<file path="src/pclr_pkg.sv">
package pclr_pkg;

   localparam int NUM_W = 14;
   localparam int ROW_W = 16;
   localparam int IDLE_W = 16;
   localparam int PROD_W = 18;

   localparam logic [7:0] ESC_BYTE = 8'h1B;
   localparam logic [7:0] LF_BYTE = 8'h0A;
   localparam logic [7:0] CHAR_STAR = 8'h2A;
   localparam logic [7:0] CHAR_LO_R = 8'h72;
   localparam logic [7:0] CHAR_LO_B = 8'h62;
   localparam logic [7:0] CHAR_UP_A = 8'h41;
   localparam logic [7:0] CHAR_UP_B = 8'h42;
   localparam logic [7:0] CHAR_UP_W = 8'h57;
   localparam logic [7:0] CHAR_LO_FIRST = 8'h61;
   localparam logic [7:0] CHAR_LO_LAST = 8'h7A;
   localparam logic [7:0] CHAR_UP_FIRST = 8'h41;
   localparam logic [7:0] CHAR_UP_LAST = 8'h5A;
   localparam logic [7:0] CHAR_DIG_FIRST = 8'h30;
   localparam logic [7:0] CHAR_DIG_LAST = 8'h39;

   localparam logic [NUM_W-1:0] NUM_MAX = 14'd16383;
   localparam logic [ROW_W-1:0] ROW_MAX = 16'hFFFF;
   localparam logic [IDLE_W-1:0] IDLE_MAX = 16'hFFFF;
   localparam logic [IDLE_W-1:0] TIMEOUT_RESET = 16'd500;

   typedef enum logic [2:0] {
      PH_HUNT,
      PH_PREFIX,
      PH_CMD,
      PH_NUM,
      PH_DATA
   } phase_type;

   typedef enum logic [1:0] {
      EV_BYTE,
      EV_START,
      EV_END,
      EV_ABORT
   } event_type;

   typedef struct packed {
      logic       command;
      logic [7:0] data_byte;
   } req_type;

   typedef struct packed {
      event_type        event_res;
      logic [ROW_W-1:0] row;
      logic [NUM_W-1:0] byte_column;
      logic [7:0]       pixels;
      logic [NUM_W-1:0] width_bytes;
      logic [ROW_W-1:0] height_rows;
   } rsp_type;

   typedef struct packed {
      phase_type         phase;
      logic [7:0]        prefix_char;
      logic [7:0]        command_char;
      logic [NUM_W-1:0]  number_value;
      logic [NUM_W-1:0]  bytes_left;
      logic [NUM_W-1:0]  column_index;
      logic [ROW_W-1:0]  row_count;
      logic [NUM_W-1:0]  max_width;
      logic              job_pending;
      logic [IDLE_W-1:0] idle_count;
   } state_type;

endpackage

</file>
<file path="src/pclr_step.sv">
module pclr_step #(
   parameter int MAX_DIGITS = 4,
   parameter int DigitW = $clog2(MAX_DIGITS + 1)
) (
   input  pclr_pkg::req_type             item,
   input  logic [pclr_pkg::IDLE_W-1:0]   timeout_ticks,
   input  pclr_pkg::state_type           cur,
   input  logic [DigitW-1:0]             cur_digits,
   output pclr_pkg::state_type           nxt,
   output logic [DigitW-1:0]             nxt_digits,
   output logic                          hit,
   output pclr_pkg::rsp_type             rsp
);

   logic [7:0] b;
   logic is_esc, is_lower, is_upper, is_digit;
   logic [pclr_pkg::PROD_W-1:0] prod;
   logic [pclr_pkg::IDLE_W-1:0] idle_inc;
   logic [pclr_pkg::NUM_W-1:0] left_dec;
   logic is_star_r;

   assign b = item.data_byte;
   assign is_esc = (b == pclr_pkg::ESC_BYTE);
   assign is_lower = (b >= pclr_pkg::CHAR_LO_FIRST) && (b <= pclr_pkg::CHAR_LO_LAST);
   assign is_upper = (b >= pclr_pkg::CHAR_UP_FIRST) && (b <= pclr_pkg::CHAR_UP_LAST);
   assign is_digit = (b >= pclr_pkg::CHAR_DIG_FIRST) && (b <= pclr_pkg::CHAR_DIG_LAST);
   // n*10 + digit; never above 18 bits since n is held below 16384
   assign prod = ({4'd0, cur.number_value} * pclr_pkg::PROD_W'(10))
               + pclr_pkg::PROD_W'(b - pclr_pkg::CHAR_DIG_FIRST);
   assign idle_inc = (cur.idle_count == pclr_pkg::IDLE_MAX) ? cur.idle_count
                                                             : cur.idle_count + 16'd1;
   assign left_dec = (cur.bytes_left != '0) ? cur.bytes_left - 14'd1 : cur.bytes_left;
   assign is_star_r = (cur.prefix_char == pclr_pkg::CHAR_STAR)
                   && (cur.command_char == pclr_pkg::CHAR_LO_R);

   always_comb begin
      nxt = cur;
      nxt_digits = cur_digits;
      hit = 1'b0;
      rsp = '0;
      if (item.command) begin
         // idle tick
         if (cur.job_pending) begin
            nxt.idle_count = idle_inc;
            if (idle_inc >= timeout_ticks) begin
               nxt.phase = pclr_pkg::PH_HUNT;
               nxt.prefix_char = '0;
               nxt.command_char = '0;
               nxt.number_value = '0;
               nxt_digits = '0;
               nxt.bytes_left = '0;
               nxt.column_index = '0;
               nxt.row_count = '0;
               nxt.job_pending = 1'b0;
               nxt.idle_count = '0;
               hit = 1'b1;
               rsp.event_res = pclr_pkg::EV_ABORT;
            end
         end
      end else begin
         nxt.idle_count = '0;
         nxt.job_pending = 1'b1;
         unique case (cur.phase)
            pclr_pkg::PH_DATA: begin
               hit = 1'b1;
               rsp.event_res = pclr_pkg::EV_BYTE;
               rsp.row = cur.row_count;
               rsp.byte_column = cur.column_index;
               rsp.pixels = b;
               nxt.column_index = cur.column_index + 14'd1;
               nxt.bytes_left = left_dec;
               if (left_dec == '0) begin
                  if (cur.row_count != pclr_pkg::ROW_MAX) begin
                     nxt.row_count = cur.row_count + 16'd1;
                  end
                  nxt.phase = pclr_pkg::PH_HUNT;
               end
            end
            pclr_pkg::PH_PREFIX: begin
               if (b == pclr_pkg::LF_BYTE) begin
                  nxt.prefix_char = '0;
                  nxt.command_char = '0;
                  nxt.number_value = '0;
                  nxt_digits = '0;
                  nxt.phase = pclr_pkg::PH_HUNT;
               end else begin
                  nxt.prefix_char = b;
                  nxt.phase = pclr_pkg::PH_CMD;
               end
            end
            pclr_pkg::PH_CMD: begin
               if (is_lower) begin
                  nxt.command_char = b;
                  nxt.number_value = '0;
                  nxt_digits = '0;
                  nxt.phase = pclr_pkg::PH_NUM;
               end else begin
                  nxt.prefix_char = '0;
                  nxt.command_char = '0;
                  nxt.number_value = '0;
                  nxt_digits = '0;
                  nxt.phase = is_esc ? pclr_pkg::PH_PREFIX : pclr_pkg::PH_HUNT;
               end
            end
            pclr_pkg::PH_NUM: begin
               if (is_digit && (cur_digits < DigitW'(MAX_DIGITS))) begin
                  nxt.number_value = (prod > pclr_pkg::PROD_W'(pclr_pkg::NUM_MAX))
                                   ? pclr_pkg::NUM_MAX : prod[pclr_pkg::NUM_W-1:0];
                  nxt_digits = cur_digits + DigitW'(1);
               end else begin
                  nxt.prefix_char = '0;
                  nxt.command_char = '0;
                  nxt.number_value = '0;
                  nxt_digits = '0;
                  if (is_upper) begin
                     // complete sequence
                     nxt.phase = pclr_pkg::PH_HUNT;
                     if (is_star_r && (b == pclr_pkg::CHAR_UP_A)) begin
                        hit = 1'b1;
                        rsp.event_res = pclr_pkg::EV_START;
                     end else if (is_star_r && (b == pclr_pkg::CHAR_UP_B)) begin
                        hit = 1'b1;
                        rsp.event_res = pclr_pkg::EV_END;
                        rsp.width_bytes = cur.max_width;
                        rsp.height_rows = cur.row_count;
                        nxt.row_count = '0;
                        nxt.job_pending = 1'b0;
                     end else if ((cur.prefix_char == pclr_pkg::CHAR_STAR)
                               && (cur.command_char == pclr_pkg::CHAR_LO_B)
                               && (b == pclr_pkg::CHAR_UP_W)) begin
                        if (cur.number_value > cur.max_width) begin
                           nxt.max_width = cur.number_value;
                        end
                        if (cur.number_value == '0) begin
                           if (cur.row_count != pclr_pkg::ROW_MAX) begin
                              nxt.row_count = cur.row_count + 16'd1;
                           end
                        end else begin
                           nxt.bytes_left = cur.number_value;
                           nxt.column_index = '0;
                           nxt.phase = pclr_pkg::PH_DATA;
                        end
                     end
                  end else begin
                     nxt.phase = is_esc ? pclr_pkg::PH_PREFIX : pclr_pkg::PH_HUNT;
                  end
               end
            end
            default: begin
               // hunting for ESC
               if (is_esc) begin
                  nxt.prefix_char = '0;
                  nxt.command_char = '0;
                  nxt.number_value = '0;
                  nxt_digits = '0;
                  nxt.phase = pclr_pkg::PH_PREFIX;
               end else begin
                  nxt.phase = pclr_pkg::PH_HUNT;
               end
            end
         endcase
      end
   end

endmodule

</file>
<file path="src/pcl_raster_stream_parser.sv">
// Channel   Direction  Handshake              Beat contents
// req_      in         req_valid/req_ready    pclr_pkg::req_type (command, data_byte)
// rsp_      out        rsp_valid/rsp_ready    pclr_pkg::rsp_type (event and raster fields)
// csr_      in         csr_valid/csr_ready    timeout_ticks, 16 bit
//
// One beat per cycle sustained while results are taken; a result reaches rsp_ through
// the input register, then the parse step into the result register, and is held
// there until taken.
// Throughput is set by the parser state registers, updated once per beat.
// Reset (synchronous, active high) returns the parser to hunting for ESC and the
// idle timeout to 500 ticks. A stalled result holds in its register while one
// more request waits in the input register; beats giving no result drain freely.
module pcl_raster_stream_parser #(
   parameter int MAX_DIGITS = 4
) (
   input  logic                                clock,
   input  logic                                reset,
   input  logic                                req_valid,
   output logic                                req_ready,
   input  pclr_pkg::req_type                   req_data,
   output logic                                rsp_valid,
   input  logic                                rsp_ready,
   output pclr_pkg::rsp_type                   rsp_data,
   input  logic                                csr_valid,
   output logic                                csr_ready,
   input  logic [pclr_pkg::IDLE_W-1:0]         csr_data
);

   localparam int DigitW = $clog2(MAX_DIGITS + 1);

   // input register
   logic                 in_valid_ff;
   pclr_pkg::req_type    in_data_ff;
   // parser state
   pclr_pkg::state_type  state_ff, state_in;
   logic [DigitW-1:0]    digits_ff, digits_in;
   // result register
   logic                 rsp_valid_ff, rsp_valid_in;
   pclr_pkg::rsp_type    rsp_data_ff, rsp_data_in;
   // timeout setting
   logic [pclr_pkg::IDLE_W-1:0] timeout_ff;

   logic step_hit;
   logic advance;

   pclr_step #(
      .MAX_DIGITS (MAX_DIGITS),
      .DigitW     (DigitW)
   ) u_step (
      .item          (in_data_ff),
      .timeout_ticks (timeout_ff),
      .cur           (state_ff),
      .cur_digits    (digits_ff),
      .nxt           (state_in),
      .nxt_digits    (digits_in),
      .hit           (step_hit),
      .rsp           (rsp_data_in)
   );

   // the held beat moves on when its result has room, or it makes no result
   assign advance = in_valid_ff && (!rsp_valid_ff || rsp_ready || !step_hit);
   assign req_ready = !in_valid_ff || advance;
   assign csr_ready = 1'b1;
   assign rsp_valid = rsp_valid_ff;
   assign rsp_data = rsp_data_ff;

   always_comb begin
      rsp_valid_in = rsp_valid_ff;
      if (advance && step_hit) begin
         rsp_valid_in = 1'b1;
      end else if (rsp_ready) begin
         rsp_valid_in = 1'b0;
      end
   end

   always_ff @(posedge clock) begin
      if (reset) begin
         in_valid_ff <= 1'b0;
         rsp_valid_ff <= 1'b0;
         timeout_ff <= pclr_pkg::TIMEOUT_RESET;
         digits_ff <= '0;
         state_ff <= '{
            phase:        pclr_pkg::PH_HUNT,
            prefix_char:  '0,
            command_char: '0,
            number_value: '0,
            bytes_left:   '0,
            column_index: '0,
            row_count:    '0,
            max_width:    '0,
            job_pending:  1'b0,
            idle_count:   '0
         };
      end else begin
         if (req_ready) begin
            in_valid_ff <= req_valid;
         end
         rsp_valid_ff <= rsp_valid_in;
         if (advance) begin
            state_ff <= state_in;
            digits_ff <= digits_in;
         end
         if (csr_valid) begin
            timeout_ff <= csr_data;
         end
      end
   end

   // payload registers, no reset
   always_ff @(posedge clock) begin
      if (req_valid && req_ready) begin
         in_data_ff <= req_data;
      end
      if (advance && step_hit) begin
         rsp_data_ff <= rsp_data_in;
      end
   end

endmodule

</file>
<file path="config.mk">
export PLATFORM = sky130hd
export DESIGN_NAME = pcl_raster_stream_parser
export DESIGN_NICKNAME = d
export VERILOG_FILES = /design/src/pclr_pkg.sv /design/src/pclr_step.sv /design/src/pcl_raster_stream_parser.sv
export SDC_FILE = /design/constraint.sdc
export NUM_CORES = 1
export LEC_CHECK = 0
export BUFFER_PORTS_ARGS = -buffer_cell sky130_fd_sc_hd__buf_2
export CORE_MARGIN = 1.5
export CORE_UTILIZATION = 55
export CTS_BUF_LIST = sky130_fd_sc_hd__clkbuf_16
export CTS_CLUSTER_DIAMETER = 50
export CTS_CLUSTER_SIZE = 12
export DETAILED_ROUTE_END_ITERATION = 10
export PLACE_DENSITY = 0.83
export SLEW_MARGIN = 10
export SYNTH_ARGS = -nofsm -noshare
export SYNTH_HDL_FRONTEND = slang
export SYNTH_SLANG_ARGS = --single-unit
</file>
<file path="constraint.sdc">
create_clock -name clock -period 6 [get_ports clock]
set_input_delay 1.2 -clock clock [delete_from_list [all_inputs] [get_ports clock]]
set_output_delay 1.2 -clock clock [all_outputs]
set_load 0.02 [all_outputs]
</file>
==> results.txt, run 1 <==
final count of hold timing violations -> 0
routed vias -> 10500
cell-internal power -> 2350 uW
Routability Congestion -> 0.943
Total Power -> 3140 uW
Peak Freq -> 179 MHz
CP max FO -> 14
Critical Path RT -> 4800 ps
Worst path slowest cell -> or3_1
crit path kind -> reg -> out
Vias/cell -> 6.16
Hold Crit Endpoint -> digits_ff[1]
clock tree root driver cell -> clkbuf_16
Sw Pwr -> 789 uW
Worst-Margin Slew -> 985 ps
Synth Instances -> 1339
number of global-route vias before repair -> 9819
die area -> 22600 um2
Total Routing Usage GR -> 26.5%
fillers -> 1691
most common cell after layout, fill and taps aside -> nor2_1
n_diodes -> 0
number of setup violations in the final report -> 0
routed len/inst -> 17.8 um
post-cts resize count -> 0
first-pass GRT wire length -> 48400 um
Post-synth EDFFs -> 79
Core Area -> 21200 um2
Worst-path clk slew -> 60 ps
antenna violations before repair -> 0
maximum number of pins on one net before global-route repair -> 75
std cell rows -> 53
yosys warns -> 0
Final #Nets -> 1521
min-delay src -> digits_ff[1]
Max VDD drop -> 0.225 mV
clk_lat worst skew -> 530 ps
RR Endpoint -> state_ff[79]
clock buffer depth -> 3
grt total ovfl -> 0
ys flop type -> dfxtp_1
critical path capture point type -> output port
synth unique cells -> 75
Worst Setup Start Kind -> register
drt initial violations -> 987
Post-CTS Hold Fix Bufs -> 0
CTS tree -> yes
Area Overhead vs Synth -> 11.7%
TritonRoute pass-1 iters -> 5
layout cells sized above 1 -> 12.6%
# Post-CTS Setup Buffers -> 0
IO Pins -> 103
H-tree depth -> 1
sequential share of the synthesized area -> 41.5%
crit path time final -> 5590 ps
Hold Crit Class -> reg -> reg
Reg2Reg Depth -> 22
Sink Count -> 208
Initial Utilization -> 56.5%
Post-DP HPWL -> 21300 um
Comb pwr share -> 7.2%
Async S/R FF share, synth -> 0%
Clk pwr share -> 45.0%
Leak Pwr -> 0.00570 uW
Slew Viols, Final -> 0
Die Wd -> 150 um
die height -> 150 um
crit share post-route -> 93.2%
commonest non-fill, non-tap cells in the layout -> nor2_1, dfxtp_1, nand2_1
r2r setup slk -> 820 ps
synthesized area -> 11900 um2
ANT nets after route -> 0
Cell Chain, Critical Path -> and4_1 -> nand4_1 -> or3_1 -> nand4_1 -> nor2_1 -> xor2_1 -> ha_1 -> nor2_1 -> nor3_1 -> o21ai_0 -> o211ai_1 -> a31oi_1 -> o21ai_1 -> nand3_1 -> buf_2
critical register-to-register path startpoint -> state_ff[76]
relative slew slack -> 34.1%
CTS Buf Count -> 26
maxcap violations -> 0
Power Density -> 235 nW/um2
DRT Wirelength -> 30300 um
Syn Area/Cell -> 8.92 um2
outcome -> finished, final reports clean
Fin Setup TNS -> 0 ps
RSZ-0062 raised after global routing -> false
Reg power frac -> 47.7%
Hold Crit Depth -> 2
critical path's largest stage delay -> 640 ps
port bufs -> 101
clock skew -> 16.3 ps
Post-Syn Nets -> 1451
residual DRC count -> 0
Yosys reg bits -> 208
Crit path arrival time -> 4390 ps
switch share -> 25.1%
==> cell usage after synthesis, drive strengths merged (4+ instances only) <==
cell / instances / share of area [%]
xor2: 9 / 0.66
mux2i: 35 / 2.9
ha: 80 / 8.4
a31oi: 15 / 0.79
and2: 32 / 1.7
nand3: 81 / 3.4
or4: 16 / 1.0
buf: 28 / 1.6
or2: 4 / 0.21
nor2: 150 / 4.8
a221oi: 7 / 0.51
a311oi: 4 / 0.29
o211a: 4 / 0.34
nand4: 26 / 1.4
o21ai: 72 / 3.0
nor4: 20 / 1.4
o31ai: 9 / 0.57
or3: 19 / 1.0
edfxtp: 79 / 20
nor3: 31 / 1.3
o311ai: 7 / 0.51
a311o: 7 / 0.59
o41ai: 7 / 0.51
inv: 78 / 2.5
nor2b: 5 / 0.26
a21oi: 91 / 3.9
a21o: 17 / 1.1
nand2: 101 / 3.2
nand4b: 6 / 0.44
o211ai: 18 / 1.3
a211oi: 14 / 0.92
nand2b: 15 / 0.79
xnor2: 30 / 2.2
dfxtp: 129 / 22
and3: 10 / 0.52
clkbuf: 43 / 1.4
==> critical path, delay by kind of cell, from the launching register on <==
kind / cells / cell delay [ps]
XOR/XNOR: 1 / 150
AO/OA/AOI/OAI: 4 / 820
adder cells (fa/ha/maj): 1 / 280
buffers and inverters: 1 / 210
AND/OR/NAND/NOR: 8 / 1990
flip-flops: 1 / 410
==> sequential cells by signal, indices dropped and copies added (netlist names) <==
signal       cells
digits_ff        3
in_data_ff       9
in_valid_ff      1
rsp_data        70
rsp_valid        1
state_ff       108
timeout_ff      16
==> kinds of logic (layout without fill, tap and decap cells) <==
logic type	count (synthesis)	count (layout)	share of synthesized area, %
AND/OR/NAND/NOR	525	525	22.0
buffers and inverters	149	239	5.43
flip-flops	208	208	41.5
adder cells (fa/ha/maj)	82	82	8.72
multiplexers	38	38	3.22
other	1	1	0.0314
XOR/XNOR	39	39	2.86
AO/OA/AOI/OAI	297	297	16.3
==> final cells by class <==
cell class	instances	area, um2	area share [%]
clock buffers	26	651	4.87
clock inverters	22	136	1.02
inverters	78	293	2.19
multi-input cells	982	6360	47.6
flip-flops and latches	208	4950	37.1
well taps	275	344	2.58
repair buffers	113	611	4.57
==> how the worst max path moves through the flow <==
stage	from	to	slack, ps	cells after the start
2_1_floorplan	state_ff[5]	rsp_data[0]	600	14
3_3_place_gp	state_ff[76]	state_ff[79]	1010	22
3_5_place_dp	state_ff[76]	state_ff[79]	880	22
4_1_cts	state_ff[4]	req_ready	440	15
5_1_grt	state_ff[0]	req_ready	140	15
6_report	state_ff[4]	req_ready	410	15
==> power groups by stage <==
stage	registers [uW]	logic [uW]	clock network, uW
after detailed placement	1530	222	0
after floorplan	1510	177	0
after global routing	1500	250	1490
final	1500	228	1410
after global placement	1530	218	0
after CTS	1500	223	1430
==> layer usage <==
layer	track usage [%]	wire (um)	part of all wire, %	vias to the layer above
li1	-	-	-	5021
met1	33.4	12500	41	4948
met2	45.1	14500	48	446
met3	3.70	2020	6.7	89
met4	11.8	1300	4.3	0
met5	0	0	0	-
==> through the flow <==
step / area, um2 / utilization [%] / cells / worst slack, ps / hold slack (ps)
2_1_floorplan: 11900 / - / 1339 / 602 / 432
3_3_place_gp: 12600 / 59.3 / 1656 / 1010 / 442
3_5_place_dp: 12600 / 59.3 / 1656 / 884 / 452
4_1_cts: 13300 / 63.1 / 1704 / 441 / 470
5_1_grt: 13300 / 63.1 / 1704 / 139 / 490
6_report: 13300 / 63.1 / 1704 / 406 / 466
Power figures use the tool's default switching activity.
==> run 2: changes to the inputs <==
CORE_UTILIZATION = 56   (was 55)
CTS_BUF_LIST = sky130_fd_sc_hd__clkbuf_8   (was sky130_fd_sc_hd__clkbuf_16)
PLACE_DENSITY = 0.85   (was 0.83)
==> run 2 against run 1 <==
  * Die area down 1.8%
  * Clock skew up 40 ps
  * Worst setup slack better by 78 ps
  * Global-route usage down 0.12 points
  * Maximum frequency up 1.4%
  * Non-clock buffer count down 1
  * Sequential power about the same
  * Sequential share of layout area up 0.60 points
  * Critical endpoint unchanged
  * Highest routed layer unchanged
  * Largest power group unchanged
==> results.txt, run 2 (same netlist as run 1, synthesis figures left out) <==
critical path capture point type -> output port
Core Area -> 21000 um2 (-0.94%)
port bufs -> 101 (unchanged)
final count of hold timing violations -> 0 (unchanged)
Area Overhead vs Synth -> 9.95%
Max VDD drop -> 0.144 mV (-36%)
Sink Count -> 208 (unchanged)
Largest Register -> state_ff
r2r setup slk -> 770 ps (-50 ps)
Vias/cell -> 6.19 (+0.43%)
commonest non-fill, non-tap cells in the layout -> nor2_1, dfxtp_1, nand2_1
die area -> 22200 um2 (-1.8%)
Initial Utilization -> 57.0% (+0.54 points)
Crit path arrival time -> 4320 ps (-70 ps)
clk_lat worst skew -> 590 ps (+60 ps)
Post-CTS Hold Fix Bufs -> 0 (unchanged)
grt total ovfl -> 0 (unchanged)
Post-DP HPWL -> 21300 um (-0.29%)
Final WS setup -> 484 ps (+77.9 ps)
Routability Congestion -> 0.955 (+1.2%)
Critical Path RT -> 4800 ps (about the same)
ANT nets after route -> 0 (unchanged)
clock buffer depth -> 3 (unchanged)
Top Family by Delay on Critical Path -> simple AND/OR/NAND/NOR gates
Bufs and invs on worst path -> 1 (unchanged)
Worst path slowest cell -> or3_4
H-tree depth -> 1 (unchanged)
routed len/inst -> 17.5 um (-1.8%)
std cell rows -> 53 (unchanged)
min-delay src -> state_ff[99]
Slew Viols, Final -> 0 (unchanged)
number of global-route vias before repair -> 9925 (+1.1%)
outcome -> finished, final reports clean
Fin Setup TNS -> 0 ps (unchanged)
Worst-Margin Slew -> 1070 ps (+85.6 ps)
crit path time final -> 5520 ps (-77.9 ps)
maxcap violations -> 0 (unchanged)
Worst Setup Start Kind -> register
CP max FO -> 14 (unchanged)
Final #Nets -> 1521 (unchanged)
clock tree root driver cell -> clkbuf_8
fillers -> 1748 (+3.4%)
die height -> 149 um (-0.88%)
Die Wd -> 149 um (-0.88%)
critical register-to-register path startpoint -> state_ff[76]
layout cells sized above 1 -> 12.9% (+0.27 points)
clock skew -> 55.9 ps (+39.6 ps)
antenna violations before repair -> 0 (unchanged)
crit path kind -> reg -> out
Leak Pwr -> 0.00560 uW (-1.8%)
IO Pins -> 103 (unchanged)
RSZ-0062 raised after global routing -> false
number of setup violations in the final report -> 0 (unchanged)
routed vias -> 10600 (+0.49%)
CTS tree -> yes
critical path's largest stage delay -> 540 ps (-100 ps)
Peak Freq -> 181 MHz (+1.4%)
Total Routing Usage GR -> 26.4% (-0.12 points)
Worst-path clk slew -> 80 ps (+20 ps)
Post-Place Setup Slack -> 821 ps (-62.9 ps)
relative slew slack -> 28.4% (-5.7 points)
Crit. Startpoint -> state_ff[0]
DRT Wirelength -> 29800 um (-1.7%)
residual DRC count -> 0 (unchanged)
Power Density -> 217 nW/um2 (-7.6%)
Largest register FFs -> 108 (unchanged)
post-cts resize count -> 0 (unchanged)
maximum number of pins on one net before global-route repair -> 63 (-16%)
TritonRoute pass-1 iters -> 7 (+2)
# Post-CTS Setup Buffers -> 0 (unchanged)
crit share post-route -> 91.9% (-1.3 points)
Cell Chain, Critical Path -> ha_1 -> nand4_1 -> or3_4 -> nand4_1 -> nor2_1 -> xor2_1 -> ha_1 -> nor2_1 -> nor3_1 -> o21ai_0 -> o211ai_1 -> a31oi_1 -> o21ai_1 -> nand3_1 -> buf_2
CTS Buf Count -> 27 (+3.8%)
Hold Crit Class -> reg -> reg
n_diodes -> 0 (unchanged)
first-pass GRT wire length -> 47900 um (-1.1%)
most common cell after layout, fill and taps aside -> nor2_1
drt initial violations -> 1051 (+6.5%)
## run 2: cell types whose count changed in the layout (fill, tap and decap cells not counted), moves of 2 or more
cell        previous run  this run
clkinv_1               3         0
clkbuf_16             26         0
clkinvlp_4             2         4
bufinv_16              0         2
clkbuf_8               0        28
clkinv_2               5         2
## run 2: final cells by class
type / count / area [um2] / area share, %
Multi-Input combinational cell: 982 / 6360 / 48.4
Sequential cell: 208 / 4950 / 37.7
Timing Repair Buffer: 112 / 603 / 4.59
Clock buffer: 28 / 385 / 2.93
Tap cell: 275 / 344 / 2.62
Inverter: 78 / 293 / 2.23
Clock inverter: 22 / 190 / 1.45
## run 2: tightest hold or removal path, cell delays in order (launching register included)
cell,delay [ps]
dfxtp_1,320
nand2_1,50
mux2i_1,60
## run 2: metrics by stage
stage          instances  area, um2  util, %  total power, uW  hold WS (ps)
2_1_floorplan       1339      11900        -             1690           432
3_3_place_gp        1655      12500     59.9             1750           442
3_5_place_dp        1655      12500     59.9             1750           454
4_1_cts             1705      13100     62.6             2870           467
5_1_grt             1705      13100     62.7             2960           484
6_report            1705      13100     62.7             2850           471
## run 2: path summary, 6_finish.rpt
path	to	cells past startpoint
setup / recovery	req_ready	15
hold / removal	state_ff[99]	2
setup reg to reg	state_ff[79]	22
hold reg to reg	state_ff[99]	2
## run 2: metal layers
layer,GRT usage (%),part of all wire [%],vias up
met5,0,0,-
met4,10.8,3.8,0
met3,4.46,8.3,88
met2,44.2,47,478
met1,33.8,41,4981
li1,-,-,5008
## run 2: where the power goes
part	total, uW	leakage, uW	internal (uW)	switching, uW
registers	1500	0.00194	1470	26.9
clock network	1130	0.000310	544	584
logic	229	0.00335	80.5	148
